**config.mk**
```make
export PLATFORM = sky130hd
export DESIGN_NAME = wsc_front
export DESIGN_NICKNAME = d
export VERILOG_FILES = /design/src/hw/rtl/wsc_pkg.sv /design/src/hw/rtl/wsc_front.sv
export SDC_FILE = /design/constraint.sdc
export NUM_CORES = 1
export LEC_CHECK = 0
export CORE_ASPECT_RATIO = 1.4
export CORE_MARGIN = 4
export CORE_UTILIZATION = 60
export CTS_BUF_LIST = sky130_fd_sc_hd__clkbuf_8
export CTS_CLUSTER_SIZE = 14
export DETAILED_ROUTE_END_ITERATION = 16
export DONT_BUFFER_PORTS = 1
export PLACE_DENSITY = 0.78
export SLEW_MARGIN = 5
export SYNTH_ARGS = -nofsm -noshare
export SYNTH_HDL_FRONTEND = slang
export SYNTH_SLANG_ARGS = --single-unit
```
**constraint.sdc**
```tcl
create_clock -name clk -period 7.4 [get_ports clk]
set_input_delay 0.37 -clock clk [delete_from_list [all_inputs] [get_ports clk]]
set_output_delay 0.37 -clock clk [all_outputs]
set_load 0.005 [all_outputs]
```
**src/hw/rtl/wsc_pkg.sv**
```systemverilog
// ----------------------------------------------------------------------------
// wsc_pkg
// Types and constants shared by the wheel speed capture filter.
// ----------------------------------------------------------------------------
package wsc_pkg;

  localparam int NUM_WHEELS   = 4;
  localparam int WHEEL_BITS   = 2;
  localparam int COUNTER_BITS = 32;
  localparam int NUM_BITS     = 52;   // tick_frequency * circumference
  localparam int DEN_BITS     = 40;   // period * teeth
  localparam int QUEUE_DEPTH  = 2;

  localparam logic [16:0] ALPHA_ONE = 17'h10000;

  typedef enum logic {
    KIND_CAPTURE = 1'b0,
    KIND_UPDATE  = 1'b1
  } kind_t;

  typedef enum logic [2:0] {
    REG_TICK_FREQUENCY = 3'd0,
    REG_TIMER_TOP      = 3'd1,
    REG_FRONT_TEETH    = 3'd2,
    REG_REAR_TEETH     = 3'd3,
    REG_FRONT_CIRC     = 3'd4,
    REG_REAR_CIRC      = 3'd5,
    REG_ALPHA          = 3'd6,
    REG_STALE_LIMIT    = 3'd7
  } reg_index_t;

  typedef struct packed {
    kind_t                    kind;
    logic [WHEEL_BITS-1:0]    wheel_id;
    logic [31:0]              now_ms;
    logic [COUNTER_BITS-1:0]  capture_count;
  } item_t;

  typedef struct packed {
    logic [27:0]             tick_frequency;
    logic [COUNTER_BITS-1:0] timer_top;
    logic [7:0]              front_teeth;
    logic [7:0]              rear_teeth;
    logic [23:0]             front_circumference;
    logic [23:0]             rear_circumference;
    logic [16:0]             smoothing_alpha;
    logic [15:0]             stale_limit;
  } cfg_t;

endpackage

```
**src/hw/rtl/wsc_front.sv**
```systemverilog
// ----------------------------------------------------------------------------
// wsc_front
// Accepts input words, tags them capture or update, and queues them.
// ----------------------------------------------------------------------------
module wsc_front (
  input  logic          clk,
  input  logic          rst,
  input  logic          in_valid,
  output logic          in_ready,
  input  logic          in_command,
  input  logic [1:0]    in_wheel,
  input  logic [31:0]   in_now,
  input  logic [31:0]   in_capture,
  output logic          item_valid,
  output wsc_pkg::item_t item,
  input  logic          item_pop
);

  wsc_pkg::item_t entry [wsc_pkg::QUEUE_DEPTH];
  logic           wr_ptr;
  logic           rd_ptr;
  logic [1:0]     count;
  logic           push;
  logic           pop;
  wsc_pkg::item_t word_in;

  always_comb begin
    word_in.kind          = in_command ? wsc_pkg::KIND_UPDATE : wsc_pkg::KIND_CAPTURE;
    word_in.wheel_id      = in_wheel;
    word_in.now_ms        = in_now;
    word_in.capture_count = in_capture[wsc_pkg::COUNTER_BITS-1:0];
  end

  assign in_ready   = (count != 2'(wsc_pkg::QUEUE_DEPTH));
  assign push       = in_valid && in_ready;
  assign item_valid = (count != 2'd0);
  assign pop        = item_pop && item_valid;
  assign item       = entry[rd_ptr];

  always_ff @(posedge clk) begin
    if (push) begin
      entry[wr_ptr] <= word_in;
    end
    if (rst) begin
      wr_ptr <= 1'b0;
      rd_ptr <= 1'b0;
      count  <= 2'd0;
    end else begin
      if (push) wr_ptr <= ~wr_ptr;
      if (pop)  rd_ptr <= ~rd_ptr;
      count <= count + 2'(push) - 2'(pop);
    end
  end

endmodule

```
==> results of run 1 <==
-- final timing paths --
path / from / endpoint / slack [ps]
setup reg to reg: count[0]$_SDFF_PP0_ / entry[0][52]$_DFFE_PP_ / 5230
setup / recovery: flip-flop / item[14] / 5050
hold / removal: rst / wr_ptr$_SDFFE_PP0N_ / 170
hold reg to reg: rd_ptr$_SDFFE_PP0P_ / rd_ptr$_SDFFE_PP0P_ / 520
-- sequential cells by signal, summed over array words and instances, names as in the netlist, named ones only --
signal / flops
entry: 134
count: 2
rd_ptr: 1
wr_ptr: 1
-- metrics by stage --
stage | setup WS, ps | std cells | hold WS (ps) | area, um2
6_report | 5050 | 432 | 174 | 6400
5_1_grt | 4950 | 432 | 169 | 6400
4_1_cts | 5010 | 375 | 0.396 | 5830
3_5_place_dp | 5210 | 329 | 437 | 5270
3_3_place_gp | 5270 | 329 | 434 | 5270
2_1_floorplan | 3510 | 232 | 442 | 5170
-- cells in the mapped netlist, drive strengths merged --
master and n:
and3 1, ha 2, buf 7, xnor2 2, nor2b 2, or2 1
nor2 5, nand2b 1, edfxtp 134, mux2 68, inv 1, dfxtp 5
o21a 1, xor2 1, nand2 1
-- final cells by class --
class | instances | share of cell area (%)
Clock inverter | 15 | 2.83
Multi-Input combinational cell | 85 | 15.6
Sequential cell | 139 | 64.5
Inverter | 1 | 0.0587
Clock buffer | 17 | 3.66
Tap cell | 102 | 1.99
Timing Repair Buffer | 73 | 11.3
-- power groups by stage --
| stage | registers (mW) | clock network [mW] | logic (mW) |
|---|---|---|---|
| 6_report | 1.07 | 0.624 | 0.349 |
| 5_1_grt | 1.09 | 0.676 | 0.375 |
| 4_1_cts | 1.07 | 0.636 | 0.327 |
| 3_5_place_dp | 1.09 | 0 | 0.319 |
| 3_3_place_gp | 1.08 | 0 | 0.316 |
| 2_1_floorplan | 1.03 | 0 | 0.314 |
-- cells by family (layout without fill, tap and decap cells) --
| family | Yosys count | in the layout | synth area share [%] |
|---|---|---|---|
| XOR/XNOR | 3 | 3 | 0.508 |
| AO/OA/AOI/OAI | 1 | 1 | 0.145 |
| multiplexers | 68 | 68 | 17.0 |
| adder cells (fa/ha/maj) | 2 | 2 | 0.483 |
| buffers and inverters | 8 | 106 | 1.16 |
| flip-flops | 139 | 139 | 79.7 |
| AND/OR/NAND/NOR | 11 | 11 | 1.04 |
-- what timing repair did --
item,CTS,global route
hold buffers,14,57
endpoints found under the setup margin,0,0
hold endpoints to repair,27,111
-- routing by layer --
| layer | global-route usage (%) | routed length [um] | up-vias |
|---|---|---|---|
| met2 | 28.5 | 4940 | 103 |
| met4 | 9.26 | 246 | 0 |
| li1 | - | - | 1087 |
| met1 | 17.4 | 3140 | 1162 |
| met5 | 0 | 0 | - |
| met3 | 8.75 | 630 | 20 |
==> run_results.csv, run 1 <==
group,metric,value,unit
status,status,"finished clean",
global_routing,grt_max_degree,68,
drt,routed_wl,8.96,mm
power_and_ir_drop,ir_worst_vdd,0.217,mV
finish,syn_to_final_growth,23.7,%
finish,seq_area,4130,um2
worst_setup_path,crit_cells,1,
drt,detail_route.vias_per_cell,5.49,
sta,tightestPinTransition,1060,ps
synthesis,synth_nets,305,
finish,drive_gt1_share,30.6,%
power_and_ir_drop,p_int,1.55,mW
worst_setup_path,crit_buf_inv,0,
drt,wire_per_inst,20.7,um
placed_design,dp_hpwl,5.34,mm
global_routing,track_usage,17.3,%
placed_design,port_buffers,0,
worst_setup_path,cp_cell_sequence,"mux2_2",
clock_tree,clockRootBuffer,"clkbuf_8",
die,ios,140,
global_routing,grt_pass1_vias,2275,
finish,mostFrequentLayoutCell,"edfxtp_1",
finish,layout_common_cells,"edfxtp_1 (134), dlygate4sd3_1 (71), mux2_2 (38), mux2_4 (30), clkbuf_8 (17)",
power_and_ir_drop,cellLeakagePower,2.23,nW
clock_tree,post_cts_resize_count,0,
global_routing,grt_overflow_total,0,
clock_tree,post_cts_buffers,0,
worst_setup_path,crit_path_start_kind,"flip-flop",
die,rows,39,
synthesis,synth.yosys.seq_area_share,79.7,%
synthesis,syn_area_per_cell,22.3,um2
die,initial_core_util,62.4,%
power_and_ir_drop,p_sw_share,24.2,%
flow_run,drv_cap,0,
die,dieArea,10200,um2
power_and_ir_drop,combPwrFrac,17.1,%
clock_tree,clock_sinks,139,
finish,multi_input_area,1000,um2
sta,clock_skew,7.16,ps
synthesis,synth_cells,232,
power_and_ir_drop,clkPwrFrac,30.5,%
power_and_ir_drop,powerDensity,319,nW/um2
drt,dr_total_vias,2372,
sta,rsz0062_at_grt,"false",
die,fp.dieW,86.5,um
synthesis,syn_area,5170,um2
synthesis,yosys.cell_types.count,18,
clock_tree,htree_levels,4,
die,die_h,118,um
clock_tree,cts.clk_slew.worst_paths,70,ps
finish,fin_nets,390,
synthesis,synth_top_area_share,77.8,%
sta,drv_slew,0,
clock_tree,cts_max_path_buffers,2,
power_and_ir_drop,seq_power_share,52.4,%
finish,fin_util,77.1,%
worst_setup_path,endpoint_kind,"output pin",
sta,setup_viol,0,
clock_tree,cts_buffers,17,
worst_setup_path,worst-endpoint-required,7030,ps
worst_setup_path,critical_path_class,"flip-flop to output pin",
finish,fill_cells,446,
drt,drt_pass1_iterations,4,
hold_path,hold_path_class,"input port to flip-flop",
sta,final.min_clock_period,2350,ps
drt,ant_nets,0,
worst_setup_path,r2r_cells,4,
global_routing,antenna_found_initial,0,
die,core-area,8300,um2
power_and_ir_drop,total_power,2.04,mW
sta,finalHoldViolations,0,
clock_tree,clk_latency,430,ps
worst_setup_path,cp_slowest_cell,"dfxtp_4",
drt,drtIter0Drc,151,
worst_setup_path,critPathTopFamily,"flip-flops",
worst_setup_path,critPathMaxFanout,67,
drt,drc,0,
global_routing,grt_pass1_wl,12.7,mm
sta,max_freq,425,MHz
worst_setup_path,worst_ep_arrival_time,1980,ps
clock_tree,cts_tree,"built",
sta,tns,0,ps
hold_path,holdPathStages,2,
finish,n_antenna_cell,0,
worst_setup_path,max_stage_delay,1010,ps
power_and_ir_drop,switchingPower,495,uW
synthesis,yosys.area.top_type,"edfxtp_1",
synthesis,ys_top_cells_by_area,"edfxtp_1 (78%), mux2_4 (8.7%), mux2_2 (8.3%)",
synthesis,synth-seq-cells,139,
sta,period_share,31.8,%
sta,slew_headroom,29.6,%
synthesis,yosysWarnings,0,
placed_design,gp_congestion,0.698,
Note: power is estimated with default switching activity, not from simulation.
==> run 2, diff against run 1 <==
ABC_AREA = 1   (was default)
clock period = 2.3 ns   (was 7.4 ns; I/O delays follow)
==> run 2 against run 1 <==
Net effect: clock skew is 3.2 ps lower; synthesized cell count rose by 5.6%; area after synthesis rose by 0.31%; combinational power rose to 3.7 times the previous value; routed wire length up 1.5%; highest routed layer unchanged.
==> run_results.csv, run 2 <==
group,metric,value,unit
finish,fin_nets,406,
finish,multi_input_area,988,um2
sta,clock_skew,3.94,ps
drt,topRoutingLayerUsed,"met4",
sta,tns,0,ps
worst_setup_path,critical_path_class,"flip-flop to output pin",
drt,routed_wl,9.09,mm
drt,wire_per_inst,20.3,um
placed_design,gp_congestion,0.685,
finish,fill_cells,458,
finish,n_antenna_cell,0,
synthesis,synth_cells,245,
synthesis,yosysWarnings,0,
synthesis,synth.yosys.seq_area_share,79.4,%
power_and_ir_drop,powerDensity,996,nW/um2
synthesis,syn_area,5190,um2
clock_tree,cts_tree,"built",
finish,layout_common_cells,"edfxtp_1 (134), dlygate4sd3_1 (70), mux2_2 (37), mux2_4 (30), clkbuf_8 (21)",
die,die_h,118,um
sta,drv_slew,0,
die,initial_core_util,62.6,%
clock_tree,clock_sinks,139,
drt,drt_pass1_iterations,4,
synthesis,ys_top_cells_by_area,"edfxtp_1 (78%), mux2_4 (8.7%), mux2_2 (8.0%)",
sta,final.min_clock_period,1890,ps
synthesis,synth-edff-count,134,
drt,drtIter0Drc,184,
synthesis,yosys.area.top_type,"edfxtp_1",
sta,tightestPinTransition,477,ps
clock_tree,post_cts_buffers,0,
placed_design,port_buffers,0,
synthesis,yosysMostFrequentCell,"edfxtp_1",
status,status,"finished clean",
die,fp.dieW,86.6,um
clock_tree,clk_latency,420,ps
drt,met1Wirelength,3.18,mm
sta,max_freq,530,MHz
synthesis,synth_top_area_share,77.5,%
sta,fin_hold_ws,168,ps
synthesis,ys.flop_type,"edfxtp_1",
worst_setup_path,worst_ep_arrival_time,1770,ps
global_routing,grt_pass1_wl,14.2,mm
power_and_ir_drop,seq_power_share,52.6,%
finish,top_regs,"entry (134), count (2)",
drt,detail_route.vias_per_cell,5.50,
finish,largest_reg_flops,134,
drt,drc,0,
die,core-area,8300,um2
clock_tree,htree_levels,4,
synthesis,yosys.cell_types.count,13,
sta,setup_viol,0,
synthesis,ys_top_cells_by_count,"edfxtp_1 (134), mux2_2 (37), mux2_4 (30), nor2_1 (9)",
synthesis,async_flop_share,0,%
power_and_ir_drop,cellLeakagePower,2.27,nW
power_and_ir_drop,p_sw_share,25.1,%
sta,rsz0062_at_grt,"false",
global_routing,grt_pass1_vias,2682,
placed_design,pre_cts_ws,594,ps
drt,dr_wl_met3,658,um
die,ios,140,
clock_tree,post_cts_resize_count,0,
finish,max_flop_register,"entry",
sta,slew_headroom,68.2,%
worst_setup_path,endpoint_kind,"output pin",
flow_run,drv_cap,0,
drt,ant_nets,0,
worst_setup_path,critPathMaxFanout,31,
global_routing,antenna_found_initial,0,
die,rows,39,
finish,syn_to_final_growth,23.9,%
power_and_ir_drop,combPwrFrac,19.9,%
global_routing,track_usage,19.0,%
sta,finalHoldViolations,0,
drt,dr_total_vias,2463,
clock_tree,cts_hold_buf,70,
sta,worst_slack,412,ps
clock_tree,cts_max_path_buffers,2,
hold_path,hold_path_class,"input port to flip-flop",
power_and_ir_drop,clkPwrFrac,27.4,%
synthesis,syn_area_per_cell,21.2,um2
finish,mostFrequentLayoutCell,"edfxtp_1",
placed_design,dp_hpwl,5.41,mm
sta,period_share,82.1,%
finish,seq_area,4130,um2
worst_setup_path,crit_path_start_kind,"flip-flop",
power_and_ir_drop,switchingPower,1.61,mW
clock_tree,cts_buffers,17,
global_routing,grt_overflow_total,0,
clock_tree,clockRootBuffer,"clkbuf_8",
die,dieArea,10200,um2
worst_setup_path,worst-endpoint-required,2180,ps
power_and_ir_drop,p_int,4.80,mW
clock_tree,cts.clk_slew.worst_paths,70,ps
synthesis,synth-seq-cells,139,
drt,dr_wl_met2,5.10,mm
finish,drive_gt1_share,30.1,%
global_routing,grt_max_degree,68,
power_and_ir_drop,ir_worst_vdd,0.742,mV
synthesis,synth_nets,318,
-- run 2: final cells by class --
type	count	area share, %
tap	102	1.98
clock inverter	11	1.25
clock buffer	21	4.50
inverter	8	0.525
multi-input combinational	91	15.4
sequential	139	64.2
timing repair buffer	76	12.2
-- run 2: cell families (layout without fill, tap and decap cells) --
family | count (synthesis) | count (layout) | share of synthesized area [%]
flops | 139 | 139 | 79.4
fa+ha+maj | 2 | 2 | 0.482
mux | 67 | 67 | 16.7
buf+inv | 15 | 116 | 1.66
compound gates | 2 | 2 | 0.193
simple gates | 20 | 20 | 1.52
-- run 2: path summary, 6_finish.rpt --
path / startpoint / end / slack [ps] / cells past startpoint
setup / recovery: flip-flop / item[10] / 410 / 2
hold / removal: in_valid / count[1]$_SDFF_PP0_ / 170 / 4
setup reg to reg: count[0]$_SDFF_PP0_ / count[1]$_SDFF_PP0_ / 580 / 10
hold reg to reg: rd_ptr$_SDFFE_PP0P_ / flip-flop / 520 / 2
-- run 2: layer usage --
layer	GRT usage (%)	up-vias
li1	-	1131
met1	20.1	1216
met2	32.8	102
met3	7.77	14
met4	7.99	0
met5	0	-
-- run 2: through the flow --
step / cells / cell area (um2) / util [%] / total power, mW
after floorplan: 245 / 5200 / - / 4.32
after global placement: 346 / 5360 / 64.6 / 4.55
after detailed placement: 346 / 5360 / 64.6 / 4.60
after CTS: 448 / 6430 / 77.5 / 6.45
after global routing: 448 / 6430 / 77.5 / 6.72
final: 448 / 6430 / 77.5 / 6.41
-- run 2: power groups by stage --
stage | clock, mW | sequential (mW) | combinational, mW
5_1_grt | 1.93 | 3.41 | 1.38
3_3_place_gp | 0 | 3.40 | 1.15
4_1_cts | 1.78 | 3.37 | 1.30
6_report | 1.76 | 3.37 | 1.28
3_5_place_dp | 0 | 3.42 | 1.18
2_1_floorplan | 0 | 3.33 | 0.992
-- run 2: critical path, cell delays in order, from the launching register on --
cell and delay, ps:
dfxtp_4 660, buf_4 290, mux2_2 380
==> run 3, diff against run 2 <==
ABC_AREA = 0   (was 1)
CORE_UTILIZATION = 59   (was 60)
PLACE_DENSITY = 0.8   (was 0.78)
clock period = 1.7 ns   (was 2.3 ns; I/O delays follow)
==> run 3 against run 2 <==
Net effect: worst setup slack worse by 370 ps; register-to-register slack worse by 540 ps; cell count down 1.8%; routed wire length up 2.7%; utilization down 0.45 points; clock skew up 6.3 ps; clock-buffer cell count down 4.
==> run_results.csv, run 3 (synthesis gave the netlist of run 1 again) <==
group,metric,value,unit
status,status,"finished clean",
clock_tree,clk_latency,420,ps
global_routing,grt_pass1_vias,2635,
placed_design,dp_hpwl,5.32,mm
global_routing,grt_pass1_wl,14.2,mm
placed_design,gp_congestion,0.674,
drt,dr_wl_met3,698,um
power_and_ir_drop,p_sw_share,23.8,%
finish,layout_common_cells,"edfxtp_1 (134), dlygate4sd3_1 (71), mux2_2 (38), mux2_4 (30), clkbuf_8 (17)",
worst_setup_path,crit_path_start_kind,"flip-flop",
finish,fill_cells,458,
clock_tree,cts_tree,"built",
finish,top_regs,"entry (134), count (2)",
worst_setup_path,critPathMaxFanout,4,
finish,n_antenna_cell,0,
clock_tree,htree_levels,4,
power_and_ir_drop,combPwrFrac,20.8,%
drt,dr_total_vias,2423,
power_and_ir_drop,switchingPower,2.25,mW
sta,period_share,97.7,%
die,dieArea,10400,um2
finish,fin_util,77.1,%
drt,dr_wl_met2,5.00,mm
finish,mostFrequentLayoutCell,"edfxtp_1",
drt,met1Wirelength,3.32,mm
power_and_ir_drop,p_int,7.20,mW
flow_run,drv_cap,0,
placed_design,pre_cts_ws,95.0,ps
worst_setup_path,endpoint_kind,"flip-flop",
hold_path,hold_path_class,"input port to flip-flop",
sta,fin_hold_ws,245,ps
power_and_ir_drop,clkPwrFrac,32.0,%
die,die_h,119,um
drt,ant_nets,0,
clock_tree,cts.clk_slew.worst_paths,80,ps
die,core-area,8560,um2
drt,drt_pass1_iterations,4,
die,initial_core_util,60.5,%
power_and_ir_drop,ir_worst_vdd,1.10,mV
clock_tree,cts_buffers,17,
global_routing,track_usage,19.1,%
global_routing,grt_max_degree,68,
drt,drc,0,
sta,clock_skew,10.2,ps
finish,multi_input_area,1020,um2
sta,final.min_clock_period,1660,ps
finish,largest_reg_flops,134,
sta,slew_headroom,84.7,%
worst_setup_path,worst-endpoint-required,2010,ps
sta,drv_slew,0,
sta,tightestPinTransition,230,ps
die,ios,140,
power_and_ir_drop,cellLeakagePower,2.31,nW
sta,rsz0062_at_grt,"true",
sta,max_freq,602,MHz
clock_tree,clock_sinks,139,
clock_tree,cts_max_path_buffers,2,
global_routing,grt_overflow_total,0,
power_and_ir_drop,powerDensity,1430,nW/um2
worst_setup_path,worst_ep_arrival_time,1970,ps
sta,finalHoldViolations,0,
finish,drive_gt1_share,33.7,%
global_routing,antenna_found_initial,0,
clock_tree,clockRootBuffer,"clkbuf_8",
finish,max_flop_register,"entry",
finish,syn_to_final_growth,27.4,%
drt,drtIter0Drc,173,
drt,wire_per_inst,21.2,um
power_and_ir_drop,seq_power_share,47.2,%
sta,worst_slack,39.5,ps
die,rows,40,
drt,detail_route.vias_per_cell,5.51,
worst_setup_path,critical_path_class,"flip-flop to flip-flop",
placed_design,port_buffers,0,
sta,setup_viol,0,
drt,routed_wl,9.33,mm
finish,fin_nets,395,
finish,seq_area,4130,um2
drt,topRoutingLayerUsed,"met4",
die,fp.dieW,87.2,um
==> run 3: what timing repair did <==
action | in CTS | in global routing
cloned | 0 | 1
pin swaps | 0 | 2
buffers inserted | 0 | 1
endpoints found under the hold margin | 139 | 0
gates resized for setup | 1 | 2
setup endpoints to repair | 2 | 31
hold buffers | 71 | 0
==> run 3: cell type report <==
type,count,area share (%)
sequential,139,62.6
multi-input combinational,85,15.4
timing repair buffer,78,12.9
clock buffer,17,3.55
clock inverter,15,3.45
tap,105,1.99
inverter,1,0.0569
==> run 3: final timing paths <==
check	start	slack, ps	end	cells past startpoint
worst min register to register	rd_ptr$_SDFFE_PP0P_	530	rd_ptr$_SDFFE_PP0P_	2
worst max register to register	count[1]$_SDFF_PP0_	40	count[1]$_SDFF_PP0_	7
worst min-delay path	in_valid	250	entry[1][13]$_DFFE_PP_	2
worst max-delay path	count[1]$_SDFF_PP0_	40	count[1]$_SDFF_PP0_	7
==> run 3: critical path: stages (launching register included) <==
cell and delay [ps]:
dfxtp_2 360, o21a_1 210, ha_1 300, inv_1 80, ha_2 190, xor2_1 200, xnor2_1 150, nor2_1 50
==> run 3: metal layers <==
layer	vias up	GRT usage [%]
li1	1097	-
met1	1185	20.2
met2	117	31.8
met3	24	7.54
met4	0	10.5
met5	-	0
==> run 3: metrics by stage <==
step / instance area, um2 / cells / power (mW) / TNS (ps)
2_1_floorplan: 5200 / 232 / 5.87 / -22430
3_3_place_gp: 5380 / 335 / 6.19 / 0
3_5_place_dp: 5380 / 335 / 6.25 / 0
4_1_cts: 6560 / 438 / 9.42 / 0
5_1_grt: 6600 / 440 / 9.86 / -52.1
6_report: 6600 / 440 / 9.44 / 0
==> run 3: power by group through the flow <==
stage,clock network (mW),logic (mW),registers [mW]
finish,3.02,1.97,4.46
global route,3.26,2.11,4.50
CTS,3.06,1.92,4.44
detailed placement,0,1.74,4.51
global placement,0,1.71,4.48
floorplan,0,1.39,4.48
